File: config.mk
export PLATFORM = sky130hd
export DESIGN_NAME = servo_packet_framer_core
export DESIGN_NICKNAME = d
export VERILOG_FILES = /design/src/hdl/spf_pkg.sv /design/src/hdl/spf_front.sv /design/src/hdl/spf_queue.sv /design/src/hdl/spf_back.sv /design/src/hdl/servo_packet_framer_core.sv
export VERILOG_INCLUDE_DIRS = /design/src /design/src/hdl
export SDC_FILE = /design/constraint.sdc
export NUM_CORES = 1
export LEC_CHECK = 0
export BUFFER_PORTS_ARGS = -buffer_cell sky130_fd_sc_hd__buf_4
export CAP_MARGIN = 20
export CORE_UTILIZATION = 53
export DETAILED_ROUTE_END_ITERATION = 7
export GPL_TIMING_DRIVEN = 0
export HOLD_SLACK_MARGIN = 0.03
export PLACE_DENSITY = 0.74
export SLEW_MARGIN = 20
export SYNTH_ARGS = -nofsm -noshare
export SYNTH_HDL_FRONTEND = slang
export SYNTH_HIERARCHICAL = 1
export SYNTH_SLANG_ARGS = --single-unit
File: constraint.sdc
create_clock -name i_clk -period 4.1 [get_ports i_clk]
set_clock_uncertainty 0.05 [all_clocks]
set_input_delay 0 -clock i_clk [delete_from_list [all_inputs] [get_ports i_clk]]
set_output_delay 0 -clock i_clk [all_outputs]
set_load 0.1 [all_outputs]
File: src/hdl/servo_packet_framer_core_assert.svh
// ----------------------------------------------------------------------------
// servo_packet_framer_core_assert
// assertion macros used by the servo packet framer core
// ----------------------------------------------------------------------------
`ifndef SERVO_PACKET_FRAMER_CORE_ASSERT_SVH
`define SERVO_PACKET_FRAMER_CORE_ASSERT_SVH

`ifndef ASSERT_OFF

// same-cycle implication, disabled while reset is held
`define SPF_ASSERT_IMPL(lbl, clk, rst_n, ante, cons) \
    lbl: assert property (@(posedge clk) disable iff (!(rst_n)) (ante) |-> (cons)) \
        else $error("assertion failed: %m");

// next-cycle implication, disabled while reset is held
`define SPF_ASSERT_NEXT(lbl, clk, rst_n, ante, cons) \
    lbl: assert property (@(posedge clk) disable iff (!(rst_n)) (ante) |=> (cons)) \
        else $error("assertion failed: %m");

`else

`define SPF_ASSERT_IMPL(lbl, clk, rst_n, ante, cons)
`define SPF_ASSERT_NEXT(lbl, clk, rst_n, ante, cons)

`endif

`endif

File: src/hdl/spf_pkg.sv
// ----------------------------------------------------------------------------
// spf_pkg
// types, codes and packet tables of the servo packet framer
// ----------------------------------------------------------------------------
`timescale 1ns / 1ps

package spf_pkg;

    // input item kinds
    typedef enum logic [2:0] {
        OP_GOAL_SINGLE = 3'd0,
        OP_READ_POS    = 3'd1,
        OP_GOAL_DUAL   = 3'd2,
        OP_OFF_DUAL    = 3'd3,
        OP_RX_BYTE     = 3'd4
    } t_opcode;

    // result kinds
    localparam logic KIND_TX     = 1'b0;
    localparam logic KIND_REPORT = 1'b1;

    // reply slot codes
    localparam logic [1:0] SLOT_FIRST  = 2'd0;
    localparam logic [1:0] SLOT_SECOND = 2'd1;
    localparam logic [1:0] SLOT_NONE   = 2'd2;

    // configuration register indexes
    localparam logic CFG_FIRST_ID  = 1'b0;
    localparam logic CFG_SECOND_ID = 1'b1;

    localparam logic [7:0] HDR_BYTE   = 8'hFF;
    localparam logic [7:0] CSUM_MASK  = 8'hFF;
    localparam int         HDR_LEN    = 3;

    // reply layout
    localparam int REPLY_BYTES = 9;
    localparam logic [3:0] RX_ID_IDX   = 4'(HDR_LEN);
    localparam logic [3:0] RX_LOW_IDX  = 4'(REPLY_BYTES - 3);
    localparam logic [3:0] RX_HIGH_IDX = 4'(REPLY_BYTES - 2);
    localparam logic [3:0] RX_LAST_IDX = 4'(REPLY_BYTES - 1);

    // one queued job: a command packet or a finished position report
    typedef struct packed {
        logic        is_report;
        t_opcode     op;
        logic [7:0]  id;        // target id, or reply id for a report
        logic [15:0] t1;        // first goal, or reply position for a report
        logic [15:0] t2;
        logic        ok;
        logic [1:0]  slot;
    } t_job;

    // packet length minus one, header and checksum included
    function automatic logic [3:0] pkt_last_idx(input t_opcode op);
        logic [3:0] r;
        case (op)
            OP_GOAL_SINGLE: r = 4'd9;
            OP_READ_POS:    r = 4'd8;
            OP_GOAL_DUAL:   r = 4'd14;
            OP_OFF_DUAL:    r = 4'd12;
            default:        r = 4'd0;
        endcase
        return r;
    endfunction

    // body byte k of a command packet
    function automatic logic [7:0] body_byte(
        input t_opcode    op,
        input logic [3:0] k,
        input logic [7:0] id,
        input logic [15:0] t1,
        input logic [15:0] t2,
        input logic [7:0] first_id,
        input logic [7:0] second_id
    );
        logic [7:0] r;
        r = 8'h00;
        case (op)
            OP_GOAL_SINGLE: begin
                case (k)
                    4'd0:    r = id;
                    4'd1:    r = 8'h05;
                    4'd2:    r = 8'hF3;
                    4'd3:    r = 8'h86;
                    4'd4:    r = t1[7:0];
                    4'd5:    r = t1[15:8];
                    default: r = 8'h00;
                endcase
            end
            OP_READ_POS: begin
                case (k)
                    4'd0:    r = id;
                    4'd1:    r = 8'h04;
                    4'd2:    r = 8'hF2;
                    4'd3:    r = 8'h8C;
                    4'd4:    r = 8'h02;
                    default: r = 8'h00;
                endcase
            end
            OP_GOAL_DUAL: begin
                case (k)
                    4'd0:    r = 8'hFE;
                    4'd1:    r = 8'h0A;
                    4'd2:    r = 8'h73;
                    4'd3:    r = 8'h86;
                    4'd4:    r = 8'h02;
                    4'd5:    r = first_id;
                    4'd6:    r = t1[7:0];
                    4'd7:    r = t1[15:8];
                    4'd8:    r = second_id;
                    4'd9:    r = t2[7:0];
                    4'd10:   r = t2[15:8];
                    default: r = 8'h00;
                endcase
            end
            OP_OFF_DUAL: begin
                case (k)
                    4'd0:    r = 8'hFE;
                    4'd1:    r = 8'h08;
                    4'd2:    r = 8'h73;
                    4'd3:    r = 8'h80;
                    4'd4:    r = 8'h01;
                    4'd5:    r = first_id;
                    4'd7:    r = second_id;
                    default: r = 8'h00;
                endcase
            end
            default: r = 8'h00;
        endcase
        return r;
    endfunction

endpackage

File: src/hdl/spf_front.sv
// ----------------------------------------------------------------------------
// spf_front
// accepts input items, tracks the reply receiver and queues jobs
// ----------------------------------------------------------------------------
`timescale 1ns / 1ps

module spf_front
    import spf_pkg::*;
(
    input  logic        i_clk,
    input  logic        i_rst_n,
    input  logic        i_accept,
    input  logic [2:0]  i_opcode,
    input  logic [7:0]  i_servo_id,
    input  logic [15:0] i_target_first,
    input  logic [15:0] i_target_second,
    input  logic [7:0]  i_rx_byte,
    input  logic [7:0]  i_first_id,
    input  logic [7:0]  i_second_id,
    output logic        o_push,
    output t_job        o_job
);

    logic [3:0] r_rx_count, n_rx_count;
    logic       r_rx_armed, n_rx_armed;
    logic [7:0] r_rx_sum,   n_rx_sum;
    logic [7:0] r_rx_id,    n_rx_id;
    logic [7:0] r_rx_low,   n_rx_low;
    logic [7:0] r_rx_high,  n_rx_high;

    t_opcode w_op;
    assign w_op = t_opcode'(i_opcode);

    // classify the item and update the receiver
    always_comb begin
        n_rx_count = r_rx_count;
        n_rx_armed = r_rx_armed;
        n_rx_sum   = r_rx_sum;
        n_rx_id    = r_rx_id;
        n_rx_low   = r_rx_low;
        n_rx_high  = r_rx_high;
        o_push     = 1'b0;
        o_job.is_report = 1'b0;
        o_job.op        = w_op;
        o_job.id        = i_servo_id;
        o_job.t1        = i_target_first;
        o_job.t2        = i_target_second;
        o_job.ok        = 1'b0;
        o_job.slot      = SLOT_FIRST;
        if (i_accept) begin
            case (w_op)
                OP_GOAL_SINGLE, OP_GOAL_DUAL, OP_OFF_DUAL: begin
                    o_push = 1'b1;
                end
                OP_READ_POS: begin
                    o_push     = 1'b1;
                    n_rx_armed = 1'b1;
                    n_rx_count = 4'd0;
                    n_rx_sum   = 8'h00;
                end
                OP_RX_BYTE: begin
                    if (r_rx_armed) begin
                        if (r_rx_count >= RX_LAST_IDX) begin
                            // final reply byte: build the report
                            o_push          = 1'b1;
                            o_job.is_report = 1'b1;
                            o_job.id        = r_rx_id;
                            o_job.t1        = {r_rx_high, r_rx_low};
                            o_job.ok        = ((r_rx_sum ^ CSUM_MASK) == i_rx_byte);
                            if (r_rx_id == i_first_id) begin
                                o_job.slot = SLOT_FIRST;
                            end else if (r_rx_id == i_second_id) begin
                                o_job.slot = SLOT_SECOND;
                            end else begin
                                o_job.slot = SLOT_NONE;
                            end
                            n_rx_armed = 1'b0;
                            n_rx_count = 4'd0;
                            n_rx_sum   = 8'h00;
                        end else begin
                            if (r_rx_count >= RX_ID_IDX) begin
                                n_rx_sum = r_rx_sum + i_rx_byte;
                            end
                            if (r_rx_count == RX_ID_IDX) begin
                                n_rx_id = i_rx_byte;
                            end
                            if (r_rx_count == RX_LOW_IDX) begin
                                n_rx_low = i_rx_byte;
                            end
                            if (r_rx_count == RX_HIGH_IDX) begin
                                n_rx_high = i_rx_byte;
                            end
                            n_rx_count = r_rx_count + 4'd1;
                        end
                    end
                end
                default: begin
                    o_push = 1'b0;
                end
            endcase
        end
    end

    // receiver state
    always_ff @(posedge i_clk) begin
        if (!i_rst_n) begin
            r_rx_count <= 4'd0;
            r_rx_armed <= 1'b0;
            r_rx_sum   <= 8'h00;
            r_rx_id    <= 8'h00;
            r_rx_low   <= 8'h00;
            r_rx_high  <= 8'h00;
        end else begin
            r_rx_count <= n_rx_count;
            r_rx_armed <= n_rx_armed;
            r_rx_sum   <= n_rx_sum;
            r_rx_id    <= n_rx_id;
            r_rx_low   <= n_rx_low;
            r_rx_high  <= n_rx_high;
        end
    end

endmodule

File: src/hdl/spf_queue.sv
// ----------------------------------------------------------------------------
// spf_queue
// short job queue between the front and the back
// ----------------------------------------------------------------------------
`timescale 1ns / 1ps

module spf_queue
    import spf_pkg::*;
#(
    parameter int DEPTH = 4
) (
    input  logic                         i_clk,
    input  logic                         i_rst_n,
    input  logic                         i_push,
    input  t_job                         i_job,
    input  logic                         i_pop,
    output t_job                         o_head,
    output logic                         o_empty,
    output logic                         o_full,
    output logic [$clog2(DEPTH+1)-1:0]   o_count
);

    localparam int PTR_W = (DEPTH > 1) ? $clog2(DEPTH) : 1;
    localparam int CNT_W = $clog2(DEPTH + 1);

    t_job             r_mem [DEPTH];
    logic [PTR_W-1:0] r_wr_ptr, n_wr_ptr;
    logic [PTR_W-1:0] r_rd_ptr, n_rd_ptr;
    logic [CNT_W-1:0] r_count,  n_count;

    assign o_head  = r_mem[r_rd_ptr];
    assign o_empty = (r_count == '0);
    assign o_full  = (r_count == CNT_W'(DEPTH));
    assign o_count = r_count;

    // pointer and fill count update
    always_comb begin
        n_wr_ptr = r_wr_ptr;
        n_rd_ptr = r_rd_ptr;
        n_count  = r_count;
        if (i_push) begin
            n_wr_ptr = (r_wr_ptr == PTR_W'(DEPTH - 1)) ? '0 : r_wr_ptr + PTR_W'(1);
        end
        if (i_pop) begin
            n_rd_ptr = (r_rd_ptr == PTR_W'(DEPTH - 1)) ? '0 : r_rd_ptr + PTR_W'(1);
        end
        case ({i_push, i_pop})
            2'b10:   n_count = r_count + CNT_W'(1);
            2'b01:   n_count = r_count - CNT_W'(1);
            default: n_count = r_count;
        endcase
    end

    always_ff @(posedge i_clk) begin
        if (!i_rst_n) begin
            r_wr_ptr <= '0;
            r_rd_ptr <= '0;
            r_count  <= '0;
        end else begin
            r_wr_ptr <= n_wr_ptr;
            r_rd_ptr <= n_rd_ptr;
            r_count  <= n_count;
        end
    end

    // job storage
    always_ff @(posedge i_clk) begin
        if (i_push) begin
            r_mem[r_wr_ptr] <= i_job;
        end
    end

endmodule

File: src/hdl/spf_back.sv
// ----------------------------------------------------------------------------
// spf_back
// serializes queued jobs to packet bytes and reports, one per unstalled cycle
// ----------------------------------------------------------------------------
`timescale 1ns / 1ps

module spf_back
    import spf_pkg::*;
(
    input  logic        i_clk,
    input  logic        i_rst_n,
    input  t_job        i_head,
    input  logic        i_empty,
    input  logic [7:0]  i_first_id,
    input  logic [7:0]  i_second_id,
    output logic        o_pop,
    output logic        o_tvalid,
    input  logic        i_tready,
    output logic [39:0] o_tdata,
    output logic        o_tlast,
    output logic        o_tuser
);

    logic [3:0]  r_idx, n_idx;
    logic [7:0]  r_sum, n_sum;
    logic        r_valid, n_valid;
    logic [39:0] r_data, n_data;
    logic        r_last, n_last;
    logic        r_kind, n_kind;

    logic       w_adv;
    logic [3:0] w_last_idx;
    logic [7:0] w_byte;
    logic       w_end;

    assign w_adv      = !i_empty && (!r_valid || i_tready);
    assign w_last_idx = pkt_last_idx(i_head.op);
    assign w_end      = i_head.is_report || (r_idx == w_last_idx);

    // current packet byte
    always_comb begin
        if (r_idx < 4'(HDR_LEN)) begin
            w_byte = HDR_BYTE;
        end else if (r_idx == w_last_idx) begin
            w_byte = r_sum ^ CSUM_MASK;
        end else begin
            w_byte = body_byte(i_head.op, r_idx - 4'(HDR_LEN), i_head.id, i_head.t1,
                               i_head.t2, i_first_id, i_second_id);
        end
    end

    // byte sequencer and output register
    always_comb begin
        n_idx   = r_idx;
        n_sum   = r_sum;
        n_valid = r_valid;
        n_data  = r_data;
        n_last  = r_last;
        n_kind  = r_kind;
        o_pop   = 1'b0;
        if (w_adv) begin
            n_valid = 1'b1;
            if (i_head.is_report) begin
                n_kind = KIND_REPORT;
                n_last = 1'b0;
                n_data = {5'd0, i_head.t1, i_head.slot, i_head.id, i_head.ok, 8'h00};
            end else begin
                n_kind = KIND_TX;
                n_last = (r_idx == w_last_idx);
                n_data = {32'd0, w_byte};
                n_sum  = (r_idx < 4'(HDR_LEN)) ? 8'h00 : r_sum + w_byte;
            end
            if (w_end) begin
                o_pop = 1'b1;
                n_idx = 4'd0;
            end else begin
                n_idx = r_idx + 4'd1;
            end
        end else if (i_tready) begin
            n_valid = 1'b0;
        end
    end

    always_ff @(posedge i_clk) begin
        if (!i_rst_n) begin
            r_idx   <= 4'd0;
            r_valid <= 1'b0;
        end else begin
            r_idx   <= n_idx;
            r_valid <= n_valid;
        end
    end

    always_ff @(posedge i_clk) begin
        r_sum  <= n_sum;
        r_data <= n_data;
        r_last <= n_last;
        r_kind <= n_kind;
    end

    assign o_tvalid = r_valid;
    assign o_tdata  = r_data;
    assign o_tlast  = r_last;
    assign o_tuser  = r_kind;

endmodule

File: src/hdl/servo_packet_framer_core.sv
// ----------------------------------------------------------------------------
// servo_packet_framer_core
// servo bus command packet builder and position reply parser
// ----------------------------------------------------------------------------
// Items are accepted one per cycle while the job queue has room. A command
// produces its packet (FF FF FF, body, inverted byte-sum checksum) one byte
// per cycle unless stalled: 10, 9, 15 or 13 bytes for single goal, read
// position, dual goal and dual motor off. The ninth received reply byte after
// a read position produces one position report. The output byte sequencer,
// at one result per cycle unless stalled, sets the sustained rate; the queue
// of QUEUE_DEPTH jobs lets input keep flowing while a packet drains.
`timescale 1ns / 1ps
`include "servo_packet_framer_core_assert.svh"

module servo_packet_framer_core
    import spf_pkg::*;
#(
    parameter int QUEUE_DEPTH = 4
) (
    input  logic        i_clk,
    input  logic        i_rst_n,
    // configuration writes
    input  logic        i_cfg_we,
    input  logic        i_cfg_index,
    input  logic [7:0]  i_cfg_wdata,
    // input stream
    input  logic        s_axis_tvalid,
    output logic        s_axis_tready,
    // [7:0] servo_id, [23:8] target_first, [39:24] target_second, [47:40] rx_byte
    input  logic [47:0] s_axis_tdata,
    // [2:0] opcode
    input  logic [2:0]  s_axis_tuser,
    // output stream
    output logic        m_axis_tvalid,
    input  logic        m_axis_tready,
    // [7:0] tx_byte, [8] reply_ok, [16:9] reply_servo_id, [18:17] reply_slot,
    // [34:19] reply_position, [39:35] zero
    output logic [39:0] m_axis_tdata,
    output logic        m_axis_tlast,
    // [0] result_kind
    output logic        m_axis_tuser
);

    localparam int CNT_W = $clog2(QUEUE_DEPTH + 1);

    logic [7:0] r_first_id;
    logic [7:0] r_second_id;

    logic             w_accept;
    logic             w_push;
    t_job             w_job;
    logic             w_pop;
    t_job             w_head;
    logic             w_empty;
    logic             w_full;
    logic [CNT_W-1:0] w_count;

    // configuration registers
    always_ff @(posedge i_clk) begin
        if (!i_rst_n) begin
            r_first_id  <= 8'd1;
            r_second_id <= 8'd4;
        end else if (i_cfg_we) begin
            case (i_cfg_index)
                CFG_FIRST_ID:  r_first_id  <= i_cfg_wdata;
                CFG_SECOND_ID: r_second_id <= i_cfg_wdata;
                default:       r_first_id  <= r_first_id;
            endcase
        end
    end

    assign s_axis_tready = !w_full;
    assign w_accept      = s_axis_tvalid && s_axis_tready;

    // front: classify items and track the reply
    spf_front u_front (
        .i_clk           (i_clk),
        .i_rst_n         (i_rst_n),
        .i_accept        (w_accept),
        .i_opcode        (s_axis_tuser),
        .i_servo_id      (s_axis_tdata[7:0]),
        .i_target_first  (s_axis_tdata[23:8]),
        .i_target_second (s_axis_tdata[39:24]),
        .i_rx_byte       (s_axis_tdata[47:40]),
        .i_first_id      (r_first_id),
        .i_second_id     (r_second_id),
        .o_push          (w_push),
        .o_job           (w_job)
    );

    // job queue
    spf_queue #(
        .DEPTH (QUEUE_DEPTH)
    ) u_queue (
        .i_clk   (i_clk),
        .i_rst_n (i_rst_n),
        .i_push  (w_push),
        .i_job   (w_job),
        .i_pop   (w_pop),
        .o_head  (w_head),
        .o_empty (w_empty),
        .o_full  (w_full),
        .o_count (w_count)
    );

    // back: byte sequencer and output register
    spf_back u_back (
        .i_clk       (i_clk),
        .i_rst_n     (i_rst_n),
        .i_head      (w_head),
        .i_empty     (w_empty),
        .i_first_id  (r_first_id),
        .i_second_id (r_second_id),
        .o_pop       (w_pop),
        .o_tvalid    (m_axis_tvalid),
        .i_tready    (m_axis_tready),
        .o_tdata     (m_axis_tdata),
        .o_tlast     (m_axis_tlast),
        .o_tuser     (m_axis_tuser)
    );

    // checks
    `SPF_ASSERT_IMPL(a_queue_bound, i_clk, i_rst_n, 1'b1, w_count <= CNT_W'(QUEUE_DEPTH))
    `SPF_ASSERT_IMPL(a_ready_room, i_clk, i_rst_n, 1'b1, s_axis_tready == (w_count != CNT_W'(QUEUE_DEPTH)))
    `SPF_ASSERT_IMPL(a_last_tx_only, i_clk, i_rst_n, m_axis_tvalid && m_axis_tlast, m_axis_tuser == KIND_TX)
    `SPF_ASSERT_NEXT(a_pop_shows, i_clk, i_rst_n, w_pop, m_axis_tvalid)

endmodule
==> out/results.ini, run 1 <==
[outcome]
status=complete, but fails checks
violations=setup timing

[drt]
final_antenna_net_count=0
drt-initial-drc-count=993
wl_per_cell_microns=22.5
vias=10800
firstDrtPassIters=8
wl_microns=40300
drc=0
drt-vias-per-instance=6.00

[timing]
grt_setup_unrepaired=true
hold_violations=0
drv_slew=0
period_share=1.04
fmax_mhz=235
whs_ns=0.121
fin_ws_ns=-0.155
tightest_slew_ns=0.944
min_period_ns=4.26
slew_headroom=0.365
setup_viol=4

[floorplan]
io-pin-count=109
row_count=60
start_util=0.543
die_w_microns=169
coreArea_sq_um=27100
die_h_microns=169
fp.dieArea_sq_um=28400

[cts]
htreeDepth=1
cts_made_buffers=30
cts_tree=done
clk_latency_ns=0.58
cts_buffer_depth=3
root_buffer=clkbuf_16
path_clk_slew_ns=0.06
clock_sinks=300

[flow_run]
max-cap-violations=0

[global_route]
antenna_found_initial=2
track_usage=0.283
grt_pass1_vias=10700
gr-total-overflow=0
grt_first_pass_wirelength_microns=61100
grt_max_degree=48

[critical_path]
cp.arrival_ns=4.49
crit_type=reg -> reg
slowest_stage=mux4_2
cp-start-kind=flop
worstPathMaxFanout=7
ff2ff_path_depth=16
r2r-end=u_back/r_sum[7]$_SDFFCE_PN0P_
max_stage_delay_ns=0.58
critPathCaptureType=flop
r2r_slack_ns=-0.16
cpMostUsedCell=buf_12
crit_required_ns=4.34
path_cells=buf_12 > buf_12 > buf_12 > mux4_2 > a22o_1 > a222oi_1 > o221ai_1 > o31ai_2 > a31oi_1 > ha_1 > nand2_1 > o211a_1 > a21oi_4 > a211oi_1 > o21ai_0 > mux2i_1

[yosys]
syn_avg_cell_area_sq_um=12.7
yosys_warnings=6
yosys.area.top_type_share=0.475
syn-cell-area_sq_um=14700
syn_inst=1161
synth_cell_type_count=98
ys_seq_area_frac=0.566
synthArstFlopShare=0
yosys.area.top_type=edfxtp_1
ys.flop_type=edfxtp_1
yosys-top-cells-area=edfxtp_1 48%, dfxtp_1 9.1%, mux4_2 7.2%
synth-edff-count=233
ys_ff_latch=300

[hold_path]
holdPathStages=2
holdPathEnd=u_queue/r_mem[0][8]$_DFFE_PP_
hp-start=s_axis_tdata[29]
hp-class=in -> reg

[pwr]
power.density_nw_per_um2=612
p_leak_nw=6.71
ir_worst_vdd_mv=0.452
power_w=0.0111

[final_layout]
fin_cells=1793
layout-drive-gt1-share=0.246
fin_nets=1491
syn2layout_area_growth_pct=23.7
final_common_cell=edfxtp_1
final_cell_mix=233 x edfxtp_1, 155 x buf_4, 128 x nand2_1, 72 x dlygate4sd3_1, 64 x dfxtp_1

[placed_design]
portBuffers=86
dpl.cell_count=1623
hpwl_microns=27200
place_congestion=0.977

[power by group]
group          internal [W]  switching (W)
logic               0.00141        0.00304
clock network       0.00165        0.00114
registers           0.00374       0.000156
total               0.00680        0.00433
[kinds of logic after synthesis]
kind of cell / Yosys count / share of synthesized area
DFF: 300 / 0.566
buffers and inverters: 124 / 0.0473
xor gates and xnor gates: 28 / 0.0167
adders and majority gates: 31 / 0.0279
AOI/OAI and AO/OA: 246 / 0.123
other: 1 / 0.000255
muxes: 97 / 0.106
and+or+nand+nor: 334 / 0.113
[worst max path at each step]
stage	slack, ns	start	end
6_report	-0.16	flop	u_back/r_sum[7]$_SDFFCE_PN0P_
5_1_grt	-0.32	flop	u_back/r_sum[7]$_SDFFCE_PN0P_
4_1_cts	-0.10	flop	u_back/r_sum[7]$_SDFFCE_PN0P_
3_5_place_dp	-0.67	u_back/r_idx[1]$_SDFFE_PN0P_	u_back/r_sum[7]$_SDFFCE_PN0P_
3_3_place_gp	-0.88	u_queue/o_count[0]$_SDFFE_PN0P_	u_queue/r_mem[1][3]$_DFFE_PP_
2_1_floorplan	0.05	flop	u_back/r_sum[6]$_SDFFCE_PN0P_
[layout make-up]
cell class	count	area, sq um
clock inverter	11	154
sequential	300	8340
buffer	78	553
fill	1943	8890
multi-input combinational	741	5940
antenna	2	5.00
inverter	43	161
clock buffer	45	868
tap	372	465
timing repair buffer	201	1720
[sequential cells by signal, indices dropped and copies added (netlist names), 2 cells and up, named ones only]
register            cells
u_back/r_sum            8
u_back/o_tdata         35
r_first_id              8
u_front/r_rx_count      4
u_queue/r_wr_ptr        2
u_back/r_idx            4
u_queue/r_mem         188
u_front/r_rx_id         8
r_second_id             8
u_front/r_rx_low        8
u_queue/r_rd_ptr        2
u_front/r_rx_high       8
u_queue/o_count         3
u_front/r_rx_sum        8
[synthesized netlist by cell type (18+ instances only)]
| master | n |
|---|---|
| nand2_1 | 128 |
| nor2b_1 | 23 |
| buf_4 | 31 |
| edfxtp_1 | 233 |
| mux2i_1 | 49 |
| mux4_2 | 47 |
| a211oi_1 | 23 |
| clkbuf_1 | 24 |
| ha_1 | 28 |
| nor2_1 | 63 |
| and2_1 | 30 |
| inv_1 | 39 |
| nand3_1 | 18 |
| a21oi_1 | 34 |
| o21ai_0 | 53 |
| dfxtp_1 | 67 |
[metrics by stage]
| step | utilization | TNS [ns] | cell area (sq um) | worst slack (ns) |
|---|---|---|---|---|
| floorplan | - | 0 | 14700 | 0.0502 |
| global placement | 0.585 | -162.34 | 15900 | -0.878 |
| detailed placement | 0.586 | -2.36 | 15900 | -0.673 |
| CTS | 0.662 | -0.188 | 17900 | -0.104 |
| global route | 0.672 | -0.947 | 18200 | -0.316 |
| finish | 0.672 | -0.413 | 18200 | -0.155 |
[critical path: cells and delay by family, from the launching register on]
| kind | cells | cell delay [ns] |
|---|---|---|
| compound gates | 9 | 2.05 |
| fa+ha+maj | 1 | 0.40 |
| buf+inv | 3 | 0.37 |
| flops | 1 | 0.35 |
| mux | 2 | 0.66 |
| simple gates | 1 | 0.09 |
[routing by layer]
layer | wire, microns | global-route usage | part of all wire
met1 | 16500 | 0.369 | 0.41
met2 | 19900 | 0.493 | 0.49
met3 | 2310 | 0.0332 | 0.057
met4 | 1580 | 0.0984 | 0.039
met5 | 0 | 0 | 0
[timing repair]
item | CTS | global route
hold buffers | 72 | 0
setup buffers | 24 | 22
pin swaps | 20 | 20
endpoints found under the hold margin | 239 | 0
gates resized for setup | 40 | 34
setup endpoints to repair | 8 | 11
(Power assumes the default switching activity.)
==> run 2, diff against run 1 <==
--- a/config.mk
+++ b/config.mk
@@ -7,12 +7,12 @@
 export NUM_CORES = 1
 export LEC_CHECK = 0
 export BUFFER_PORTS_ARGS = -buffer_cell sky130_fd_sc_hd__buf_4
-export CAP_MARGIN = 20
+export CAP_MARGIN = 10
 export CORE_UTILIZATION = 53
 export DETAILED_ROUTE_END_ITERATION = 7
 export GPL_TIMING_DRIVEN = 0
 export HOLD_SLACK_MARGIN = 0.03
-export PLACE_DENSITY = 0.74
+export PLACE_DENSITY = 0.72
 export SLEW_MARGIN = 20
 export SYNTH_ARGS = -nofsm -noshare
 export SYNTH_HDL_FRONTEND = slang
==> constraint.sdc (replaced) <==
create_clock -name i_clk -period 5.2 [get_ports i_clk]
set_clock_uncertainty 0.05 [all_clocks]
set_input_delay 0 -clock i_clk [delete_from_list [all_inputs] [get_ports i_clk]]
set_output_delay 0 -clock i_clk [all_outputs]
set_load 0.1 [all_outputs]
==> run 2 against run 1 <==
Compared with the run above:
- the flow now finishes without violations
- clock power down 9.7%
- power is 24% lower
- global-route usage is 0.12 points higher
- critical path depth increased by 1
- hold slack lost 0.019 ns
- first-iteration DRC count is 2.3% lower
- highest routed layer unchanged
==> out/results.ini, run 2 (synthesis results as in run 1) <==
[outcome]
status=finished clean

[floorplan]
start_util=0.543
die_h_microns=169
fp.dieArea_sq_um=28400
row_count=60
io-pin-count=109
coreArea_sq_um=27100
die_w_microns=169

[global_route]
grt_pass1_vias=10400
grt_max_degree=48
gr-total-overflow=0
antenna_found_initial=0
grt_first_pass_wirelength_microns=61300
track_usage=0.285

[placed_design]
place_congestion=0.968
dpl.cell_count=1627
hpwl_microns=27400
portBuffers=86

[drt]
drc=0
final_antenna_net_count=0
wl_per_cell_microns=22.6
drt-vias-per-instance=6.00
wl_microns=39800
drt-initial-drc-count=970
vias=10600
firstDrtPassIters=6

[critical_path]
crit_required_ns=5.39
cpMostUsedCell=a21oi_1
cp.arrival_ns=5.08
r2r-end=u_back/r_sum[7]$_SDFFCE_PN0P_
max_stage_delay_ns=0.46
path_cells=buf_4 > inv_2 > ha_1 > clkbuf_1 > clkbuf_1 > nor4_1 > o22ai_1 > o21a_1 > o21ai_0 > a21oi_1 > ha_1 > a21oi_1 > o211a_1 > a21oi_1 > a211oi_1 > o21ai_0 > mux2i_1
slowest_stage=dfxtp_1
r2r_slack_ns=0.31
cp-start-kind=flop
ff2ff_path_depth=17
crit_type=reg -> reg
r2r-start=u_back/r_idx[0]$_SDFFE_PN0P_
critPathCaptureType=flop
worstPathMaxFanout=10

[cts]
clk_latency_ns=0.52
cts_tree=done
root_buffer=clkbuf_16
path_clk_slew_ns=0.06
cts-resized-gates=0
cts_made_buffers=34
cts_buffer_depth=3
clock_sinks=300
htreeDepth=2

[pwr]
power.density_nw_per_um2=474
ir_worst_vdd_mv=0.246
p_leak_nw=6.56

[timing]
setup_viol=0
min_period_ns=4.89
period_share=0.941
tns_ns=0
slew_headroom=0.256
fmax_mhz=204
tightest_slew_ns=1.11
grt_setup_unrepaired=false
hold_violations=0
drv_slew=0

[hold_path]
holdPathStages=5
hp-start=s_axis_tvalid
hp-class=in -> reg
holdPathEnd=u_front/r_rx_sum[0]$_SDFFE_PN0P_

[final_layout]
layout-drive-gt1-share=0.199
fin_cells=1761
syn2layout_area_growth_pct=21.4
largest_register=u_queue/r_mem
fin_nets=1459
largest_reg_flops=188
final_cell_mix=233 x edfxtp_1, 128 x nand2_1, 117 x buf_4, 72 x dlygate4sd3_1, 67 x dfxtp_1
antenna_cells=0
final_common_cell=edfxtp_1

[flow_run]
max-cap-violations=0

-- run 2: cell types whose count changed in the layout (fill, tap and decap cells not counted), moves of 7 or more --
| cell | previous run | this run |
|---|---|---|
| buf_6 | 11 | 4 |
| clkbuf_1 | 28 | 38 |
| a21oi_1 | 26 | 34 |
| o21ai_0 | 45 | 53 |
| buf_4 | 155 | 117 |
-- run 2: layer usage --
metal / vias to the layer above / track usage / share of wire
li1: 4802 / - / -
met1: 5229 / 0.380 / 0.41
met2: 470 / 0.485 / 0.50
met3: 71 / 0.0426 / 0.068
met4: 0 / 0.0794 / 0.023
met5: - / 0 / 0
-- run 2: worst max-delay path by stage --
stage	cells past startpoint	endpoint	start
final	17	u_back/r_sum[7]$_SDFFCE_PN0P_	u_back/r_idx[0]$_SDFFE_PN0P_
after CTS	16	u_back/r_sum[6]$_SDFFCE_PN0P_	flop
after floorplan	16	u_back/r_sum[6]$_SDFFCE_PN0P_	flop
after global placement	8	u_queue/r_mem[1][11]$_DFFE_PP_	u_queue/o_count[0]$_SDFFE_PN0P_
after global routing	17	u_back/r_sum[7]$_SDFFCE_PN0P_	u_back/r_idx[1]$_SDFFE_PN0P_
after detailed placement	16	u_back/r_sum[6]$_SDFFCE_PN0P_	flop
-- run 2: repair_timing --
action                                 4_1_cts  5_1_grt
setup buffers                                0        0
endpoints found under the hold margin      238        0
hold buffers                                72        0
-- run 2: report_power, final --
group	total [W]	internal, W	switching (W)
clock network	0.00252	0.00158	0.000942
registers	0.00302	0.00292	0.000101
logic	0.00292	0.000829	0.00209
-- run 2: through the flow --
stage                     setup WS (ns)  area (sq um)  power (W)   util  hold WS, ns
final                             0.307         17900    0.00846  0.660        0.102
after detailed placement          0.416         16000    0.00593  0.589        0.153
after CTS                         0.359         17900    0.00848  0.660       0.0882
after global routing             0.0469         17900    0.00875  0.660        0.160
after floorplan                   0.991         14700    0.00520      -       0.0466
after global placement            0.154         15800    0.00588  0.585        0.153
-- run 2: layout make-up --
class                           instances  area (sq um)
Clock buffer                           51           956
Sequential cell                       300          8340
Timing Repair Buffer                  162          1480
Multi-Input combinational cell        741          5710
Clock inverter                         11           233
Tap cell                              372           465
Fill cell                            2010          9230
Buffer                                 81           536
Inverter                               43           161
-- run 2: critical path: cells and delay by family, from the launching register on --
family | cells | cell delay (ns)
DFF | 1 | 0.46
AOI/OAI and AO/OA | 9 | 2.00
adders and majority gates | 2 | 0.62
buffers and inverters | 4 | 0.93
muxes | 1 | 0.09
and+or+nand+nor | 1 | 0.45
==> run 3, diff against run 2 <==
--- a/config.mk
+++ b/config.mk
@@ -13,6 +13,7 @@
 export GPL_TIMING_DRIVEN = 0
 export HOLD_SLACK_MARGIN = 0.03
 export PLACE_DENSITY = 0.72
+export SETUP_SLACK_MARGIN = 0.4
 export SLEW_MARGIN = 20
 export SYNTH_ARGS = -nofsm -noshare
 export SYNTH_HDL_FRONTEND = slang
==> run 3 against run 2 <==
Compared with the run above:
- flip-flop and latch count stayed put
- largest cell class unchanged
- register-to-register slack better by 0.28 ns
- wire length is 0.34% higher
- clock power hardly changed
- sequential power hardly changed
- count of clock-buffer cells in the layout stayed put
- critical path type unchanged
- maximum frequency is 6.2% higher
==> out/results.ini, run 3 (synthesis results as in run 1) <==
[outcome]
status=finished clean

[final_layout]
final_util=0.662
syn2layout_area_growth_pct=21.9
multiInputGateArea_sq_um=5730
antenna_cells=0
largest_reg_flops=188
final_common_cell=edfxtp_1
fin_nets=1463
layout-drive-gt1-share=0.207
register_area_sq_um=8340
finalInstanceArea_sq_um=17900
fillers=2008
largest_register=u_queue/r_mem
final_cell_mix=233 x edfxtp_1, 128 x nand2_1, 122 x buf_4, 72 x dlygate4sd3_1, 66 x dfxtp_1

[cts]
cts_tree=done
cts_made_buffers=34
root_buffer=clkbuf_16
cts_buffer_depth=3
clock_sinks=300
clk_latency_ns=0.52
htreeDepth=2
path_clk_slew_ns=0.06

[drt]
firstDrtPassIters=7
wl_microns=39900
drt-vias-per-instance=5.98
vias=10600
drc=0
final_antenna_net_count=0
wl_per_cell_microns=22.6
drt-initial-drc-count=994

[global_route]
grt_pass1_vias=10400
grt_max_degree=48
track_usage=0.285
grt_first_pass_wirelength_microns=61300
antenna_found_initial=0
gr-total-overflow=0

[floorplan]
die_h_microns=169
row_count=60
coreArea_sq_um=27100
die_w_microns=169
io-pin-count=109
fp.dieArea_sq_um=28400
start_util=0.543

[timing]
drv_slew=0
slew_headroom=0.235
tns_ns=0
period_share=0.886
hold_violations=0
setup_viol=0
grt_setup_unrepaired=false
fmax_mhz=217
tightest_slew_ns=1.14
min_period_ns=4.61

[critical_path]
crit_required_ns=5.40
max_stage_delay_ns=0.46
r2r-end=u_back/r_sum[6]$_SDFFCE_PN0P_
ff2ff_path_depth=16
crit_type=reg -> reg
worstPathMaxFanout=10
slowest_stage=fa_1
cp-start-kind=flop
r2r_slack_ns=0.59
critPathCaptureType=flop
cp.arrival_ns=4.80
path_cells=buf_2 > buf_4 > mux4_2 > o31a_1 > o311a_1 > or3_1 > a2111oi_4 > a21oi_1 > ha_1 > fa_1 > a21o_1 > a21oi_2 > o21ai_0 > a21oi_1 > xor2_1 > nor2_1
cpMostUsedCell=a21oi_1

[pwr]
ir_worst_vdd_mv=0.247
power.density_nw_per_um2=474
p_leak_nw=6.61

[placed_design]
hpwl_microns=27400
portBuffers=86
placed_cell_area_sq_um=16000
place_congestion=0.968

[hold_path]
holdPathStages=5
hp-class=in -> reg
hp-start=s_axis_tvalid
holdPathEnd=u_front/r_rx_sum[0]$_SDFFE_PN0P_

[flow_run]
max-cap-violations=0

-- run 3: cell types whose count changed in the layout (fill, tap and decap cells not counted), sizes merged --
cell,change
buf,+3
clkbuf,+1
-- run 3: report_power, final --
part / leakage [nW] / internal (W) / switching [W]
sequential: 2.69 / 0.00292 / 0.000102
clock: 0.574 / 0.00158 / 0.000944
combinational: 3.35 / 0.000853 / 0.00210
-- run 3: area by class of cell --
cell class | instances | area share
inverter | 43 | 0.00900
sequential | 300 | 0.465
multi-input combinational | 741 | 0.319
clock buffer | 51 | 0.0533
clock inverter | 11 | 0.0130
timing repair buffer | 166 | 0.0840
tap | 372 | 0.0259
buffer | 81 | 0.0308
-- run 3: how the worst max path moves through the flow --
stage                                                end  slack [ns]
final                      u_back/r_sum[6]$_SDFFCE_PN0P_        0.59
after CTS                  u_back/r_sum[6]$_SDFFCE_PN0P_        0.40
after detailed placement   u_back/r_sum[6]$_SDFFCE_PN0P_        0.42
after global placement    u_queue/r_mem[1][11]$_DFFE_PP_        0.15
after global routing       u_back/r_sum[6]$_SDFFCE_PN0P_        0.43
after floorplan            u_back/r_sum[6]$_SDFFCE_PN0P_        0.99
-- run 3: layer usage --
layer / part of all wire / global-route usage / vias to the layer above
met5: 0 / 0 / -
met4: 0.024 / 0.0794 / 0
met3: 0.069 / 0.0426 / 68
met2: 0.50 / 0.485 / 433
met1: 0.41 / 0.380 / 5239
li1: - / - / 4811
-- run 3: through the flow --
stage	power, W	setup WS (ns)	hold slack [ns]	std cells
5_1_grt	0.00878	0.426	0.160	1765
4_1_cts	0.00848	0.401	0.0882	1761
6_report	0.00850	0.592	0.102	1765
3_3_place_gp	0.00588	0.154	0.153	1623
3_5_place_dp	0.00593	0.416	0.153	1627
2_1_floorplan	0.00520	0.991	0.0466	1165
-- run 3: critical path, delay by kind of cell, from the launching register on --
family | cells | cell delay, ns
AOI/OAI and AO/OA | 8 | 1.58
adders and majority gates | 2 | 0.70
buffers and inverters | 2 | 0.55
and+or+nand+nor | 2 | 0.47
muxes | 1 | 0.45
DFF | 1 | 0.35
xor gates and xnor gates | 1 | 0.16
-- run 3: timing repair --
item | in CTS | in global routing
endpoints found under the hold margin | 238 | 0
setup buffers | 0 | 4
pin swaps | 0 | 2
setup endpoints to repair | 1 | 4
resized for setup | 1 | 15
hold buffers | 72 | 0
gates cloned | 0 | 0
